$ cat src/rtl/core/assert_macros.svh
// -----------------------------------------------------------------------------
// Assertion macros shared by the allocator modules
// Clocked, reset-qualified concurrent assertion wrappers.
// -----------------------------------------------------------------------------
`ifndef ASSERT_MACROS_SVH
`define ASSERT_MACROS_SVH

// Plain property, checked at every clock edge out of reset
`define SSHA_ASSERT(lbl, clk, rstn, prop, msg) \
    lbl: assert property (@(posedge clk) disable iff (!rstn) (prop)) else $error(msg);

// Same-cycle implication
`define SSHA_ASSERT_IMPL(lbl, clk, rstn, ante, cons, msg) \
    lbl: assert property (@(posedge clk) disable iff (!rstn) (ante) |-> (cons)) \
        else $error(msg);

// Next-cycle implication
`define SSHA_ASSERT_NEXT(lbl, clk, rstn, ante, cons, msg) \
    lbl: assert property (@(posedge clk) disable iff (!rstn) (ante) |=> (cons)) \
        else $error(msg);

`endif

$ cat src/rtl/core/ssha_pkg.sv
// -----------------------------------------------------------------------------
// ssha_pkg
// Sizes, operation and status codes, and controller/datapath link types.
// -----------------------------------------------------------------------------
package ssha_pkg;

    // Table size and derived widths
    localparam int MAX_HANDLES = 64;
    localparam int HANDLE_W    = $clog2(MAX_HANDLES);
    localparam int COUNT_W     = $clog2(MAX_HANDLES + 1);

    // Operation codes
    localparam logic [1:0] MODE_CREATE  = 2'd0;
    localparam logic [1:0] MODE_DESTROY = 2'd1;
    localparam logic [1:0] MODE_LOOKUP  = 2'd2;

    // Status codes
    localparam logic [1:0] STATUS_OK   = 2'd0;
    localparam logic [1:0] STATUS_FULL = 2'd1;
    localparam logic [1:0] STATUS_DEAD = 2'd2;

    // Controller to datapath commands
    typedef struct packed {
        logic capture;   // input word accepted: latch it and issue map reads
        logic execute;   // read data valid: update maps, load result word
    } ctrl_cmd_t;

    // Datapath to controller status
    typedef struct packed {
        logic out_stall; // result word held and not taken this cycle
    } ctrl_stat_t;

endpackage

$ cat src/rtl/core/ssha_ram.sv
// -----------------------------------------------------------------------------
// ssha_ram
// Generic simple dual-port RAM: one write port, one read port, registered read.
// -----------------------------------------------------------------------------
module ssha_ram #(
    parameter int WIDTH = 8,
    parameter int DEPTH = 64
) (
    input  logic                     clk,
    input  logic                     we,
    input  logic [$clog2(DEPTH)-1:0] waddr,
    input  logic [WIDTH-1:0]         wdata,
    input  logic [$clog2(DEPTH)-1:0] raddr,
    output logic [WIDTH-1:0]         rdata
);

    logic [WIDTH-1:0] mem [DEPTH];
    logic [WIDTH-1:0] rdata_reg;

    // Write port and registered read port
    always_ff @(posedge clk) begin
        if (we) begin
            mem[waddr] <= wdata;
        end
        rdata_reg <= mem[raddr];
    end

    assign rdata = rdata_reg;

endmodule

$ cat src/rtl/core/ssha_ctrl.sv
// -----------------------------------------------------------------------------
// ssha_ctrl
// Two-state sequencer: accept a word and read the maps, then execute it.
// -----------------------------------------------------------------------------
`include "assert_macros.svh"

module ssha_ctrl (
    input  logic                 aclk,
    input  logic                 aresetn,
    input  logic                 s_valid,
    output logic                 s_ready,
    input  ssha_pkg::ctrl_stat_t stat,
    output ssha_pkg::ctrl_cmd_t  cmd
);

    typedef enum logic [1:0] {
        ST_IDLE = 2'b01,
        ST_EXEC = 2'b10
    } state_t;

    state_t state_reg;
    state_t state_next;
    logic   s_accept;

    // Take a word only when the result register can be freed
    assign s_ready  = (state_reg == ST_IDLE) && !stat.out_stall;
    assign s_accept = s_valid && s_ready;

    assign cmd.capture = s_accept;
    assign cmd.execute = (state_reg == ST_EXEC);

    // Next state
    always_comb begin
        state_next = state_reg;
        case (state_reg)
            ST_IDLE: begin
                if (s_accept) begin
                    state_next = ST_EXEC;
                end
            end
            ST_EXEC: begin
                state_next = ST_IDLE;
            end
            default: begin
                state_next = ST_IDLE;
            end
        endcase
    end

    always_ff @(posedge aclk) begin
        if (!aresetn) begin
            state_reg <= ST_IDLE;
        end else begin
            state_reg <= state_next;
        end
    end

    `SSHA_ASSERT_NEXT(a_accept_exec, aclk, aresetn, s_accept, state_reg == ST_EXEC, "accepted word not executed next cycle")
    `SSHA_ASSERT_NEXT(a_exec_once, aclk, aresetn, state_reg == ST_EXEC, state_reg == ST_IDLE, "execute lasted more than one cycle")

endmodule

$ cat src/rtl/core/ssha_datapath.sv
// -----------------------------------------------------------------------------
// ssha_datapath
// Live bits, live count, handle and slot-owner maps, and the result register.
// -----------------------------------------------------------------------------
`include "assert_macros.svh"

module ssha_datapath (
    input  logic                          aclk,
    input  logic                          aresetn,
    input  ssha_pkg::ctrl_cmd_t           cmd,
    output ssha_pkg::ctrl_stat_t          stat,
    input  logic [1:0]                    s_mode,
    input  logic [ssha_pkg::HANDLE_W-1:0] s_handle,
    output logic                          m_valid,
    input  logic                          m_ready,
    output logic [1:0]                    m_status,
    output logic [ssha_pkg::HANDLE_W-1:0] m_new_handle,
    output logic [ssha_pkg::HANDLE_W-1:0] m_dense_slot,
    output logic                          m_moved,
    output logic [ssha_pkg::HANDLE_W-1:0] m_moved_from,
    output logic [ssha_pkg::COUNT_W-1:0]  m_live_count
);

    localparam int HW = ssha_pkg::HANDLE_W;
    localparam int CW = ssha_pkg::COUNT_W;
    localparam int MH = ssha_pkg::MAX_HANDLES;

    // Control state
    logic [MH-1:0] live_reg;
    logic [MH-1:0] live_next;
    logic [CW-1:0] count_reg;
    logic [CW-1:0] count_next;
    logic          out_valid_reg;
    logic          out_valid_next;

    // Captured word
    logic [1:0]    mode_reg;
    logic [HW-1:0] handle_reg;
    logic [HW-1:0] free_reg;
    logic [HW-1:0] last_reg;

    // Result word
    logic [1:0]    status_reg, status_next;
    logic [HW-1:0] new_handle_reg, new_handle_next;
    logic [HW-1:0] slot_reg, slot_next;
    logic          moved_reg, moved_next;
    logic [HW-1:0] from_reg, from_next;

    // RAM ports
    logic          map_we, own_we;
    logic [HW-1:0] map_waddr, map_wdata, own_waddr, own_wdata;
    logic [HW-1:0] map_rdata, own_rdata;
    logic [HW-1:0] last_slot;

    logic          in_range;
    logic          hit;
    logic          do_move;

    // Lowest clear bit of the live vector
    function automatic logic [HW-1:0] first_free(input logic [MH-1:0] live);
        logic [HW-1:0] idx;
        idx = '0;
        for (int i = MH - 1; i >= 0; i--) begin
            if (!live[HW'(i)]) begin
                idx = HW'(i);
            end
        end
        return idx;
    endfunction

    // Slot of the last dense entry; unused while the table is empty
    assign last_slot = count_reg[HW-1:0] - HW'(1);

    // handle -> dense slot
    ssha_ram #(.WIDTH(HW), .DEPTH(MH)) u_map_ram (
        .clk   (aclk),
        .we    (map_we),
        .waddr (map_waddr),
        .wdata (map_wdata),
        .raddr (s_handle),
        .rdata (map_rdata)
    );

    // dense slot -> owning handle
    ssha_ram #(.WIDTH(HW), .DEPTH(MH)) u_owner_ram (
        .clk   (aclk),
        .we    (own_we),
        .waddr (own_waddr),
        .wdata (own_wdata),
        .raddr (last_slot),
        .rdata (own_rdata)
    );

    assign in_range = {1'b0, handle_reg} < (HW + 1)'(MH);
    assign hit      = in_range && live_reg[handle_reg];
    assign do_move  = map_rdata < last_reg;

    // Execute: map updates and result word
    always_comb begin
        live_next       = live_reg;
        count_next      = count_reg;
        map_we          = 1'b0;
        map_waddr       = free_reg;
        map_wdata       = count_reg[HW-1:0];
        own_we          = 1'b0;
        own_waddr       = count_reg[HW-1:0];
        own_wdata       = free_reg;
        status_next     = ssha_pkg::STATUS_OK;
        new_handle_next = '0;
        slot_next       = '0;
        moved_next      = 1'b0;
        from_next       = '0;
        if (cmd.execute) begin
            case (mode_reg)
                ssha_pkg::MODE_CREATE: begin
                    if (count_reg == CW'(MH)) begin
                        status_next = ssha_pkg::STATUS_FULL;
                    end else begin
                        map_we              = 1'b1;
                        own_we              = 1'b1;
                        live_next[free_reg] = 1'b1;
                        count_next          = count_reg + CW'(1);
                        new_handle_next     = free_reg;
                        slot_next           = count_reg[HW-1:0];
                    end
                end
                ssha_pkg::MODE_DESTROY: begin
                    if (!hit) begin
                        status_next = ssha_pkg::STATUS_DEAD;
                    end else begin
                        // last entry fills the hole left by this handle
                        if (do_move) begin
                            own_we     = 1'b1;
                            own_waddr  = map_rdata;
                            own_wdata  = own_rdata;
                            map_we     = 1'b1;
                            map_waddr  = own_rdata;
                            map_wdata  = map_rdata;
                            moved_next = 1'b1;
                            from_next  = last_reg;
                        end
                        live_next[handle_reg] = 1'b0;
                        count_next            = count_reg - CW'(1);
                        slot_next             = map_rdata;
                    end
                end
                ssha_pkg::MODE_LOOKUP: begin
                    if (!hit) begin
                        status_next = ssha_pkg::STATUS_DEAD;
                    end else begin
                        slot_next = map_rdata;
                    end
                end
                default: begin
                    // unused code: no operation
                end
            endcase
        end
    end

    // Result register handshake
    always_comb begin
        out_valid_next = out_valid_reg;
        if (cmd.execute) begin
            out_valid_next = 1'b1;
        end else if (m_ready) begin
            out_valid_next = 1'b0;
        end
    end

    assign stat.out_stall = out_valid_reg && !m_ready;

    always_ff @(posedge aclk) begin
        if (!aresetn) begin
            live_reg      <= '0;
            count_reg     <= '0;
            out_valid_reg <= 1'b0;
        end else begin
            live_reg      <= live_next;
            count_reg     <= count_next;
            out_valid_reg <= out_valid_next;
        end
    end

    // Payload registers
    always_ff @(posedge aclk) begin
        if (cmd.capture) begin
            mode_reg   <= s_mode;
            handle_reg <= s_handle;
            free_reg   <= first_free(live_reg);
            last_reg   <= last_slot;
        end
        if (cmd.execute) begin
            status_reg     <= status_next;
            new_handle_reg <= new_handle_next;
            slot_reg       <= slot_next;
            moved_reg      <= moved_next;
            from_reg       <= from_next;
        end
    end

    assign m_valid      = out_valid_reg;
    assign m_status     = status_reg;
    assign m_new_handle = new_handle_reg;
    assign m_dense_slot = slot_reg;
    assign m_moved      = moved_reg;
    assign m_moved_from = from_reg;
    assign m_live_count = count_reg;

    `SSHA_ASSERT(a_count_bound, aclk, aresetn, count_reg <= CW'(MH), "live count above table size")
    `SSHA_ASSERT(a_count_live, aclk, aresetn, $countones(live_reg) == int'(count_reg), "live bits disagree with live count")
    `SSHA_ASSERT_NEXT(a_exec_result, aclk, aresetn, cmd.execute, out_valid_reg, "executed word produced no result")

endmodule

$ cat src/rtl/core/sparse_set_handle_allocator.sv
// -----------------------------------------------------------------------------
// sparse_set_handle_allocator
// Sparse-set handle allocator: create, destroy and look up handles.
// -----------------------------------------------------------------------------
// Input channel s_*: one word per operation, s_mode (create, destroy, lookup)
// and s_handle. Result channel m_*: one word per input word with status,
// granted handle, dense slot, move report and live count after the operation.
// A destroy that is not of the last dense entry reports moved = 1 and the slot
// the last entry came from, so an outside payload memory can copy it.
// A new word is not taken until the last one is executed. An accepted word is
// first latched while the handle and slot-owner RAMs are read (registered read),
// then executed: both maps, the live bits and the count are updated and the
// result word is registered. The next word is taken while a result is still
// held, provided m_ready frees the result register in that cycle.
// Reset (aresetn low, synchronous) clears the live bits, count and valid flag;
// the map RAMs need no clearing since only live entries are read.
// When the receiver stalls, the result word holds and s_ready drops after the
// current word until the result is taken.
// -----------------------------------------------------------------------------
module sparse_set_handle_allocator (
    input  logic                          aclk,
    input  logic                          aresetn,
    input  logic                          s_valid,
    output logic                          s_ready,
    input  logic [1:0]                    s_mode,
    input  logic [ssha_pkg::HANDLE_W-1:0] s_handle,
    output logic                          m_valid,
    input  logic                          m_ready,
    output logic [1:0]                    m_status,
    output logic [ssha_pkg::HANDLE_W-1:0] m_new_handle,
    output logic [ssha_pkg::HANDLE_W-1:0] m_dense_slot,
    output logic                          m_moved,
    output logic [ssha_pkg::HANDLE_W-1:0] m_moved_from,
    output logic [ssha_pkg::COUNT_W-1:0]  m_live_count
);

    ssha_pkg::ctrl_cmd_t  cmd;
    ssha_pkg::ctrl_stat_t stat;

    // Sequencer
    ssha_ctrl u_ctrl (
        .aclk    (aclk),
        .aresetn (aresetn),
        .s_valid (s_valid),
        .s_ready (s_ready),
        .stat    (stat),
        .cmd     (cmd)
    );

    // Maps, counters and result register
    ssha_datapath u_datapath (
        .aclk         (aclk),
        .aresetn      (aresetn),
        .cmd          (cmd),
        .stat         (stat),
        .s_mode       (s_mode),
        .s_handle     (s_handle),
        .m_valid      (m_valid),
        .m_ready      (m_ready),
        .m_status     (m_status),
        .m_new_handle (m_new_handle),
        .m_dense_slot (m_dense_slot),
        .m_moved      (m_moved),
        .m_moved_from (m_moved_from),
        .m_live_count (m_live_count)
    );

endmodule
$ cat config.mk
export PLATFORM = sky130hd
export DESIGN_NAME = sparse_set_handle_allocator
export DESIGN_NICKNAME = d
export VERILOG_FILES = /design/src/rtl/core/ssha_pkg.sv /design/src/rtl/core/ssha_ram.sv /design/src/rtl/core/ssha_ctrl.sv /design/src/rtl/core/ssha_datapath.sv /design/src/rtl/core/sparse_set_handle_allocator.sv
export VERILOG_INCLUDE_DIRS = /design/src /design/src/rtl/core
export SDC_FILE = /design/constraint.sdc
export NUM_CORES = 1
export LEC_CHECK = 0
export ABC_AREA = 1
export BUFFER_PORTS_ARGS = -buffer_cell sky130_fd_sc_hd__buf_2
export CELL_PAD_IN_SITES_DETAIL_PLACEMENT = 1
export CELL_PAD_IN_SITES_GLOBAL_PLACEMENT = 2
export CORE_MARGIN = 2
export CORE_UTILIZATION = 44
export DETAILED_ROUTE_END_ITERATION = 12
export PLACE_DENSITY_LB_ADDON = 0.1
export SKIP_LAST_GASP = 1
export SYNTH_ARGS = -nofsm -noshare
export SYNTH_HDL_FRONTEND = slang
export SYNTH_SLANG_ARGS = --single-unit
$ cat constraint.sdc
create_clock -name aclk -period 5.25 [get_ports aclk]
set_clock_uncertainty 0.2 [all_clocks]
set_input_delay 0.7875 -clock aclk [delete_from_list [all_inputs] [get_ports aclk]]
set_output_delay 0.7875 -clock aclk [all_outputs]
set_load 0.02 [all_outputs]
* Word-level counts from Yosys, hierarchy flattened
Memories as Yosys holds them, arrays and structs flattened. A register that Yosys moved wholly into a read port is not among the register bits.
Index checks and enable logic that the tools add are counted.
** Word-level totals
- Output and inout bits :: 30
- Bits of input ports :: 12
- RAM bits :: 768
- Logic and storage cells :: 123
- Memories :: 2
- Register bits :: 113
** Operators by class
- Add/subtract/negate cells :: 3
- Muxes and demuxes :: 66
- Reduce and logical (&&, ||, !) cells :: 19
- Bitwise logic cells :: 4
- $lt $le $gt $ge :: 5
- Equality and inequality tests :: 7
** Memories
- u_datapath.u_map_ram.mem :: depth 64, bits a word 6, rd ports 1, clocked after memory_dff 1, write ports 1, RTL line ssha_ram.sv:17 : logic [WIDTH-1:0] mem [DEPTH];
- u_datapath.u_owner_ram.mem :: depth 64, bits a word 6, rd ports 1, clocked after memory_dff 1, write ports 1, RTL line ssha_ram.sv:17
** Operators with widths (number)
- $mux 64 :: 2
- $pmux 64 s2 :: 1
- $mux 5 :: 16
- $and 64x64->64 :: 1
- $not 64->64 :: 1
- $or 64x32->64 :: 1
- $mux 6 :: 10
- $mux 4 :: 8
- $reduce_and 16->1 :: 1
- $mux 7 :: 2
- $pmux 7 s2 :: 1
- $mux 1 :: 13
- $mux 3 :: 4
- $pmux 6 s2 :: 1
- $reduce_and 4->1 :: 2
- $reduce_and 8->1 :: 1
- $add 7x1->7 const B :: 1
- $eq 7x7->1 const B :: 1
- $lt 5x7->1 const B :: 1
- $lt 6x7->1 const B :: 1
- $sub 7x1->7 const B :: 1
- $bmux 1 s6 :: 1
- $demux 1 s6 :: 1
- $ge 6x1->1 const B :: 1
- 19 further kinds :: 31

* Logic depth before layout (Yosys ltp)
Gate-level depths: netlist of the first run.
- Depth after elaboration :: 31
- Mapped depth :: 30
- Depth with buffers taken out :: 30

* Modules after synthesis
A second synthesis of the first run with hierarchy kept.
** Unflattened totals
- Cells, all modules :: 3541
- Area, all modules :: 37896.3 µm²
** By module, submodules not included
- ssha_ram :: times used 2, area each 15930.3 µm², cells each 1376, seq. area each 11651.2 µm²
- ssha_datapath :: times used 1, area each 5939.4 µm², cells each 776, seq. area each 2612.5 µm²
- ssha_ctrl :: times used 1, area each 96.3 µm², cells each 13, seq. area each 40.0 µm²

* Worst setup path before layout of the first run
Ideal clock, no wire load.
- Path kind :: register -> register
- Start point :: reg u_datapath.handle_reg[1]
- End point :: mem u_datapath.u_map_ram.mem[60][0] in the netlist's numbering, enable pin
- Setup slack :: 794 ps
- Arrival time :: 3870 ps
- Required time :: 4664 ps
- Stages on the path, launching flop included :: 16
- Setup time :: 386 ps
- Buffers on the path :: 2
- Clock period less this slack :: 4456 ps
- Cell sequence :: edfxtp_1 -> nand3_2 -> buf_2 -> o22ai_1 -> o41ai_2 -> nand2_1 -> nor2_1 -> nand2_1 -> nor2_4 -> nand2_2 -> buf_2 -> nand2_1 -> o21ai_2 -> inv_1 -> nand2_1 -> nor4_1
** Between the ends
- Elaborated cells on any way between the ends :: 10
- Classes of those cells :: 10 x mux
** RTL lines
- from (decl) :: RTL line ssha_datapath.sv:38 : logic [HW-1:0] handle_reg;
- from (signal assigned) :: RTL line ssha_datapath.sv:189 : handle_reg <= s_handle;
- $bmux 1 s6 :: RTL line ssha_datapath.sv:95 : assign hit = in_range && live_reg[handle_reg];
- $mux 1 (not written as such) :: RTL line ssha_datapath.sv:95
- $mux 6 :: RTL line ssha_datapath.sv:128 : if (!hit) begin
- $mux 6 :: RTL line ssha_datapath.sv:114 : case (mode_reg)
- $mux 6 :: RTL line ssha_datapath.sv:113 : if (cmd.execute) begin
- via u_datapath.map_waddr[3] :: RTL line ssha_datapath.sv:51 : logic [HW-1:0] map_waddr, map_wdata, own_waddr, own_wdata;
- to (decl) :: RTL line ssha_ram.sv:17
The timed path passes the listed nets, and every way through them passes these cells. The select of a mux whose other input is x is not followed.

* Final worst setup path of the first run
- Start point :: reg u_datapath.handle_reg[0]
- End point :: mem u_datapath.u_map_ram.mem[34][5] in the netlist's numbering, enable pin
Same word-level chain as after synthesis.

==> results of run 1 <==
-- what timing repair did --
item / 4_1_cts / 5_1_grt
setup endpoints to repair: 0 / 24
endpoints found under the hold margin: 0 / 0
gates resized for setup: 0 / 1
-- Yosys cell counts, types with 2 or more instances --
master      n  area (sq um)
buf_6       3          33.8
nor3_2      2          20.0
o21ai_2     5          43.8
o32ai_1     2          17.5
a31o_2      9          78.8
o31ai_1    34           255
xor2_1      7          61.3
o41ai_1     6          52.6
nor2_2      2          12.5
and3_1      8          50.1
o221ai_1   59           517
a221oi_1    2          17.5
a31oi_1     4          25.0
clkinv_1    7          26.3
clkbuf_1  170           638
nand4_1    11          68.8
a21oi_1    44           220
o21ai_4     4          65.1
nand3_2     9          90.1
o41ai_2     3          48.8
nand2_1   120           450
o311ai_0    4          35.0
o21bai_1    4          30.0
buf_2       4          20.0
nor3_1     21           105
buf_4       6          45.0
nor2_1    631          2370
inv_2      14          52.6
a211oi_1    9          67.6
nor4_1      7          43.8
nand3_1    78           390
o211ai_1   57           428
dfxtp_1    86          1720
o311a_1     6          60.1
o21ai_1     2          10.0
o22ai_1   179          1120
inv_1      83           312
edfxtp_1  807         24200
o21ai_0   480          2400
nand4_2     4          50.1
ha_1       15           188
-- through the flow --
step | hold slack, ps | power [mW] | setup TNS, ps | setup slack, ps | instance area, sq um
3_5_place_dp | 237 | 8.63 | 0 | 230 | 37900
6_report | 128 | 15.4 | 0 | 183 | 41200
4_1_cts | 100 | 15.5 | 0 | 196 | 41200
2_1_floorplan | 223 | 8.33 | 0 | 794 | 36600
5_1_grt | 106 | 15.8 | -1920 | -119 | 41200
3_3_place_gp | 234 | 8.62 | 0 | 338 | 37900
-- kinds of logic (layout without fill, tap and decap cells) --
family          after synthesis  count (layout)  share of synthesized area
compound gates              916             916                      0.151
simple gates                898             898                      0.101
flops                       893             893                      0.710
buf+inv                     288             394                     0.0309
fa+ha+maj                    16              16                    0.00568
xor+xnor                      8               8                    0.00192
other cells                   1               1                   0.000103
-- area by class of cell --
cell class | count | area, sq um
inverters | 104 | 398
multi-input cells | 1839 | 9510
repair buffers | 110 | 741
clock inverters | 66 | 708
flip-flops and latches | 893 | 26000
clock buffers | 114 | 2510
fillers | 8370 | 41100
well taps | 1070 | 1340
-- worst paths after layout --
path	to	slack (ps)	startpoint
worst max-delay path	u_datapath.u_map_ram.mem[34][5]$_DFFE_PP_	180	u_datapath.handle_reg[0]$_DFFE_PP_
worst min-delay path	u_datapath.mode_reg[0]$_DFFE_PP_	130	s_mode[0]
worst max register to register	u_datapath.u_map_ram.mem[34][5]$_DFFE_PP_	180	u_datapath.handle_reg[0]$_DFFE_PP_
worst min register to register	u_datapath.live_reg[32]$_SDFFE_PN0P_	250	u_datapath.live_reg[32]$_SDFFE_PN0P_
-- power by group through the flow --
stage | Sequential [mW] | Combinational [mW] | Clock (mW)
2_1_floorplan | 7.91 | 0.419 | 0
3_3_place_gp | 7.92 | 0.702 | 0
3_5_place_dp | 7.92 | 0.713 | 0
4_1_cts | 7.77 | 0.717 | 7.04
5_1_grt | 7.77 | 0.781 | 7.28
6_report | 7.77 | 0.712 | 6.92
-- layout by cell type (no fill, tap or decap), types with 5 or more instances in the layout --
cell        Yosys  final
a211oi_1        9      9
a21oi_1        44     44
a31o_2          9      9
and3_1          8      8
buf_2           4     39
buf_4           6     70
bufinv_16       0     12
clkbuf_1      170     15
clkbuf_16       0     97
clkinv_1        7     19
clkinv_2        0     22
clkinvlp_4      0      9
dfxtp_1        86     85
edfxtp_1      807    807
ha_1           15     14
inv_1          83     73
inv_2          14     22
inv_6           0      7
nand2_1       120    120
nand3_1        78     78
nand3_2         9      9
nand4_1        11     11
nor2_1        631    630
nor3_1         21     21
nor4_1          7      7
o211ai_1       57     57
o21ai_0       480    480
o21ai_2         5      5
o221ai_1       59     59
o22ai_1       179    179
o311a_1         6      6
o31ai_1        34     34
o41ai_1         6      6
xor2_1          7      6
-- metal layers --
metal  global-route usage  up-vias
met5                    0        -
met3               0.0314      175
met4               0.0770        0
met1                0.349    12758
li1                     -    11333
met2                0.432      708
==> results.sh, run 1 <==
export IMPL_wl_met3_mm=5.41
export IMPL_layout_nets=3072
export IMPL_fmax_mhz=197
export IMPL_critical_path_max_fanout=16
export IMPL_cts_hold_buffers=0
export IMPL_start_util=0.445
export IMPL_grt_pass1_vias=26034
export IMPL_cp_start_kind="flop"
export IMPL_worst_path_buf_inv=3
export IMPL_dr_wl_met2_mm=53.6
export IMPL_syn_nets=3048
export IMPL_gp_congestion=0.834
export IMPL_cts_tree="done"
export IMPL_p_leak_nw=12.9
export IMPL_power_switching_mw=3.47
export IMPL_synthToLayoutAreaGrowth_pct=12.5
export IMPL_cts_setup_buffers=0
export IMPL_powerDensity_nw_per_um2=374
export IMPL_power_frac_comb=0.046
export IMPL_worstSetupPathDepth=15
export IMPL_wl_per_cell_microns=26.1
export IMPL_drt_first_pass_iters=5
export IMPL_coreArea_sq_um=82200
export IMPL_vias_per_cell=5.95
export IMPL_synth_ff_type="edfxtp_1"
export IMPL_status="completed"
export IMPL_p_seq_frac=0.504
export IMPL_internal_power_mw=11.9
export IMPL_cts_buffers=96
export IMPL_seq_area_frac_synth=0.710
export IMPL_track_usage=0.256
export IMPL_drcViolationCount=0
export IMPL_cpMaxStageDelayCell="nand4_1"
export IMPL_synth_seq_cells=893
export IMPL_drtIter0Drc=2169
export IMPL_finalCritPeriodShare=0.965
export IMPL_cts_sinks=893
export IMPL_avgSynthCellArea_sq_um=12.1
export IMPL_crit_top_cell="nand2_1"
export IMPL_peakVddDrop_mv=0.280
export IMPL_worst_slew_pin_transition_ps=1160
export IMPL_drive_gt1_frac=0.106
export IMPL_syn_inst=3020
export IMPL_relSlewSlack=0.223
export IMPL_reg2regPathDepth=15
export IMPL_slew_violations=0
export IMPL_switching_share=0.225
export IMPL_clock_root_buffer="clkbuf_16"
export IMPL_clockPowerShare=0.449
export IMPL_clk_latency_ps=670
export IMPL_antenna_cells=0
export IMPL_critical_path_cell_chain="inv_2, nand3_2, o22ai_1, o41ai_1, nand2_1, nor2_1, nand2_1, nor2_4, nand2_2, nand2_1, o21ai_4, inv_2, nand4_1, buf_4, nor2_1"
export IMPL_port_buffers=40
export IMPL_cts_buffer_depth=3
export IMPL_routed_wl_mm=110
export IMPL_rows=105
export IMPL_clkSlewWorstSetupHoldPaths_ps=60
export IMPL_rsz0062_at_grt="yes"
export IMPL_top_layer="met4"
export IMPL_fp_dieArea_sq_um=85500
export IMPL_antenna_found_initial=1
export IMPL_num_vias=24974
export IMPL_critPathMaxStageDelay_ps=570
export IMPL_post_place_cells=4016
export IMPL_htree_num_levels=3
export IMPL_cp_data_required_time_ps=5340
export IMPL_hp_class="input pin to flop"
export IMPL_ys_types=53
export IMPL_final_util=0.501
export IMPL_end_kind="flop"
export IMPL_worstSetupPathType="flop to flop"
export IMPL_grt_pass1_wl_mm=166
export IMPL_setup_viol=0
export IMPL_hold_depth=1
export IMPL_hold_violations=0
export IMPL_finalNonFillerCells=4196
export IMPL_fp_dieW_microns=292
export IMPL_cpLargestDelayFamily="simple AND/OR/NAND/NOR gates"
export IMPL_grt_start_max_net_pins=104
export IMPL_syn_cell_area_sq_um=36600
export IMPL_async_flop_share=0
export IMPL_ioPinCount=42
export IMPL_critical_path_arrival_ps=5160
export IMPL_cap_violations=0
export IMPL_dp_hpwl_mm=67.6
export IMPL_drtAntennaViolNets=0
export IMPL_synth_edf_count=807
export IMPL_finalCriticalPeriod_ps=5070
export IMPL_overflow=0
export IMPL_ys_warn_count=0
export IMPL_drt_met1_wl_mm=47.8
export IMPL_die_h_microns=292
Power figures use the tool's default switching activity.
==> run 2, diff against run 1 <==
--- a/config.mk
+++ b/config.mk
@@ -6,12 +6,13 @@
 export SDC_FILE = /design/constraint.sdc
 export NUM_CORES = 1
 export LEC_CHECK = 0
-export ABC_AREA = 1
+export ABC_AREA = 0
 export BUFFER_PORTS_ARGS = -buffer_cell sky130_fd_sc_hd__buf_2
+export CAP_MARGIN = 20
 export CELL_PAD_IN_SITES_DETAIL_PLACEMENT = 1
 export CELL_PAD_IN_SITES_GLOBAL_PLACEMENT = 2
 export CORE_MARGIN = 2
-export CORE_UTILIZATION = 44
+export CORE_UTILIZATION = 49
 export DETAILED_ROUTE_END_ITERATION = 12
 export PLACE_DENSITY_LB_ADDON = 0.1
 export SKIP_LAST_GASP = 1
==> constraint.sdc (replaced) <==
create_clock -name aclk -period 5.25 [get_ports aclk]
set_clock_uncertainty 0.2 [all_clocks]
set_input_delay 0.7875 -clock aclk [delete_from_list [all_inputs] [get_ports aclk]]
set_output_delay 0.7875 -clock aclk [all_outputs]
set_load 0.05 [all_outputs]
==> results.sh, run 2 <==
export IMPL_cp_data_required_time_ps=5320
export IMPL_critical_path_arrival_ps=4380
export IMPL_dp_hpwl_mm=66.9
export IMPL_wl_per_cell_microns=31.3
export IMPL_finalNonFillerCells=3273
export IMPL_drtAntennaViolNets=0
export IMPL_multiInputGateArea_sq_um=10600
export IMPL_critical_path_max_fanout=17
export IMPL_hold_violations=0
export IMPL_ioPinCount=42
export IMPL_synth_commonest_cells="edfxtp_1 (807), mux4_2 (250), nand2_1 (133), nand3_1 (104), o22ai_1 (104)"
export IMPL_synthToLayoutAreaGrowth_pct=12.6
export IMPL_fp_dieW_microns=280
export IMPL_gp_congestion=0.853
export IMPL_whs_ps=118
export IMPL_ys_warn_count=0
export IMPL_post_place_cells=3094
export IMPL_vias_per_cell=6.40
export IMPL_p_leak_nw=12.9
export IMPL_end_kind="flop"
export IMPL_status="completed"
export IMPL_peakVddDrop_mv=0.279
export IMPL_routed_wl_mm=102
export IMPL_critPathMaxStageDelay_ps=680
export IMPL_final_cell_mix="edfxtp_1 (807), mux4_2 (250), nand2_1 (133), o22ai_1 (104), nand3_1 (104)"
export IMPL_hp_class="input pin to flop"
export IMPL_clock_root_buffer="clkbuf_16"
export IMPL_synth_seq_cells=893
export IMPL_ys_types=80
export IMPL_synth_ff_type="edfxtp_1"
export IMPL_overflow=0
export IMPL_fmax_mhz=232
export IMPL_drtIter0Drc=2174
export IMPL_hold_end="u_datapath.mode_reg[0]$_DFFE_PP_"
export IMPL_coreArea_sq_um=75600
export IMPL_hold_start="s_mode[0]"
export IMPL_worst_slew_pin_transition_ps=1190
export IMPL_antenna_cells=0
export IMPL_clkSlewWorstSetupHoldPaths_ps=60
export IMPL_syn_inst=2120
export IMPL_worstReg2RegStart="u_datapath.handle_reg[1]$_DFFE_PP_"
export IMPL_hold_depth=1
export IMPL_finalCriticalPeriod_ps=4300
export IMPL_fin_tns_setup_ps=0
export IMPL_cts_setup_buffers=0
export IMPL_die_h_microns=280
export IMPL_cts_resized=0
export IMPL_cts_tree="done"
export IMPL_grt_pass1_vias=21832
export IMPL_worstReg2RegEnd="u_datapath.u_owner_ram.mem[40][1]$_DFFE_PP_"
export IMPL_rsz0062_at_grt="no"
export IMPL_worst_path_buf_inv=1
export IMPL_cts_buffers=94
export IMPL_start_util=0.493
export IMPL_clk_latency_ps=660
export IMPL_cpMaxStageDelayCell="edfxtp_1"
export IMPL_htree_num_levels=3
export IMPL_powerDensity_nw_per_um2=356
export IMPL_cp_start_kind="flop"
export IMPL_r2r_slack_ps=950
export IMPL_antenna_found_initial=1
export IMPL_p_total_mw=14.9
export IMPL_synth_area_leaders="edfxtp_1 (65%), mux4_2 (15%), dfxtp_1 (4.6%)"
export IMPL_num_vias=20935
export IMPL_cpLargestDelayFamily="compound AO/OA/AOI/OAI gates"
export IMPL_filler_cell_count=6725
export IMPL_reg2regPathDepth=8
export IMPL_cts_buffer_depth=3
export IMPL_syn_cell_area_sq_um=37200
export IMPL_async_flop_share=0
export IMPL_cts_sinks=893
export IMPL_seq_area_frac_synth=0.697
export IMPL_layout_commonest_cell="edfxtp_1"
export IMPL_crit_top_cell="o22ai_1"
export IMPL_slew_violations=0
export IMPL_cap_violations=0
export IMPL_port_buffers=40
export IMPL_cts_hold_buffers=0
export IMPL_finalCritPeriodShare=0.820
export IMPL_synth_top_area_share=0.651
export IMPL_drcViolationCount=0
export IMPL_yosysTopAreaCell="edfxtp_1"
export IMPL_syn_nets=2148
export IMPL_critical_path_cell_chain="buf_4, nor2b_1, a2111oi_0, a211oi_1, o22ai_1, or4_4, o2111ai_2, o22ai_1"
export IMPL_relSlewSlack=0.203
export IMPL_drive_gt1_frac=0.257
export IMPL_drt_first_pass_iters=5
export IMPL_track_usage=0.267
export IMPL_fp_dieArea_sq_um=78200
export IMPL_synth_edf_count=807
export IMPL_grt_start_max_net_pins=108
export IMPL_rows=101
export IMPL_grt_pass1_wl_mm=153
export IMPL_setup_viol=0
export IMPL_layout_nets=2243
export IMPL_worstSetupPathType="flop to flop"
export IMPL_seq_area_sq_um=26000
export IMPL_synth_most_common_cell="edfxtp_1"
export IMPL_avgSynthCellArea_sq_um=17.6
-- run 2: worst reg2reg max path, cell delays in order (launching register included) --
cell,delay (ps)
edfxtp_1,680
buf_4,320
nor2b_1,70
a2111oi_0,560
a211oi_1,90
o22ai_1,470
or4_4,440
o2111ai_2,420
o22ai_1,680
-- run 2: how the worst max path moves through the flow --
stage / to / cells past startpoint / startpoint
5_1_grt: u_datapath.u_owner_ram.mem[40][1]$_DFFE_PP_ / 8 / u_datapath.handle_reg[1]$_DFFE_PP_
3_3_place_gp: u_datapath.u_map_ram.mem[25][4]$_DFFE_PP_ / 10 / u_datapath.handle_reg[1]$_DFFE_PP_
6_report: u_datapath.u_owner_ram.mem[40][1]$_DFFE_PP_ / 8 / u_datapath.handle_reg[1]$_DFFE_PP_
4_1_cts: u_datapath.u_owner_ram.mem[61][3]$_DFFE_PP_ / 11 / u_datapath.handle_reg[1]$_DFFE_PP_
3_5_place_dp: u_datapath.u_owner_ram.mem[61][3]$_DFFE_PP_ / 11 / u_datapath.handle_reg[1]$_DFFE_PP_
2_1_floorplan: u_datapath.u_owner_ram.mem[0][5]$_DFFE_PP_ / 8 / u_ctrl.state_reg[1]$_SDFFE_PN0P_
-- run 2: cell type report --
class                   count  area share
clock inverters            50     0.00913
repair buffers            137      0.0260
multi-input cells        1048       0.252
clock buffers             126      0.0612
flip-flops and latches    893       0.619
well taps                 978      0.0292
inverters                  41     0.00367
-- run 2: where the power goes --
part / internal [mW] / total (mW) / switching, mW
combinational: 0.264 / 0.771 / 0.508
sequential: 7.73 / 7.79 / 0.0608
clock: 3.60 / 6.37 / 2.77
-- run 2: routing by layer --
layer | wire [microns] | vias up | global-route usage
li1 | - | 8893 | -
met1 | 43900 | 11165 | 0.385
met2 | 50200 | 718 | 0.432
met3 | 5860 | 157 | 0.0364
met4 | 2290 | 2 | 0.0738
met5 | 10 | - | 0
-- run 2: logic make-up after synthesis --
family                   Yosys count  share of synthesized area
AO/OA/AOI/OAI                    267                     0.0490
multiplexers                     276                      0.159
flip-flops                       893                      0.697
buffers and inverters            179                     0.0213
adder cells (fa/ha/maj)           16                    0.00558
XOR/XNOR                           7                    0.00165
other                              1                   0.000101
AND/OR/NAND/NOR                  481                     0.0665
-- run 2: per-stage QoR --
| step | setup WS, ps | cell area [sq um] | util |
|---|---|---|---|
| floorplan | 744 | 37200 | - |
| global placement | 1210 | 39000 | 0.515 |
| detailed placement | 1080 | 39000 | 0.515 |
| CTS | 1040 | 41900 | 0.554 |
| global route | 727 | 41900 | 0.555 |
| finish | 947 | 41900 | 0.555 |
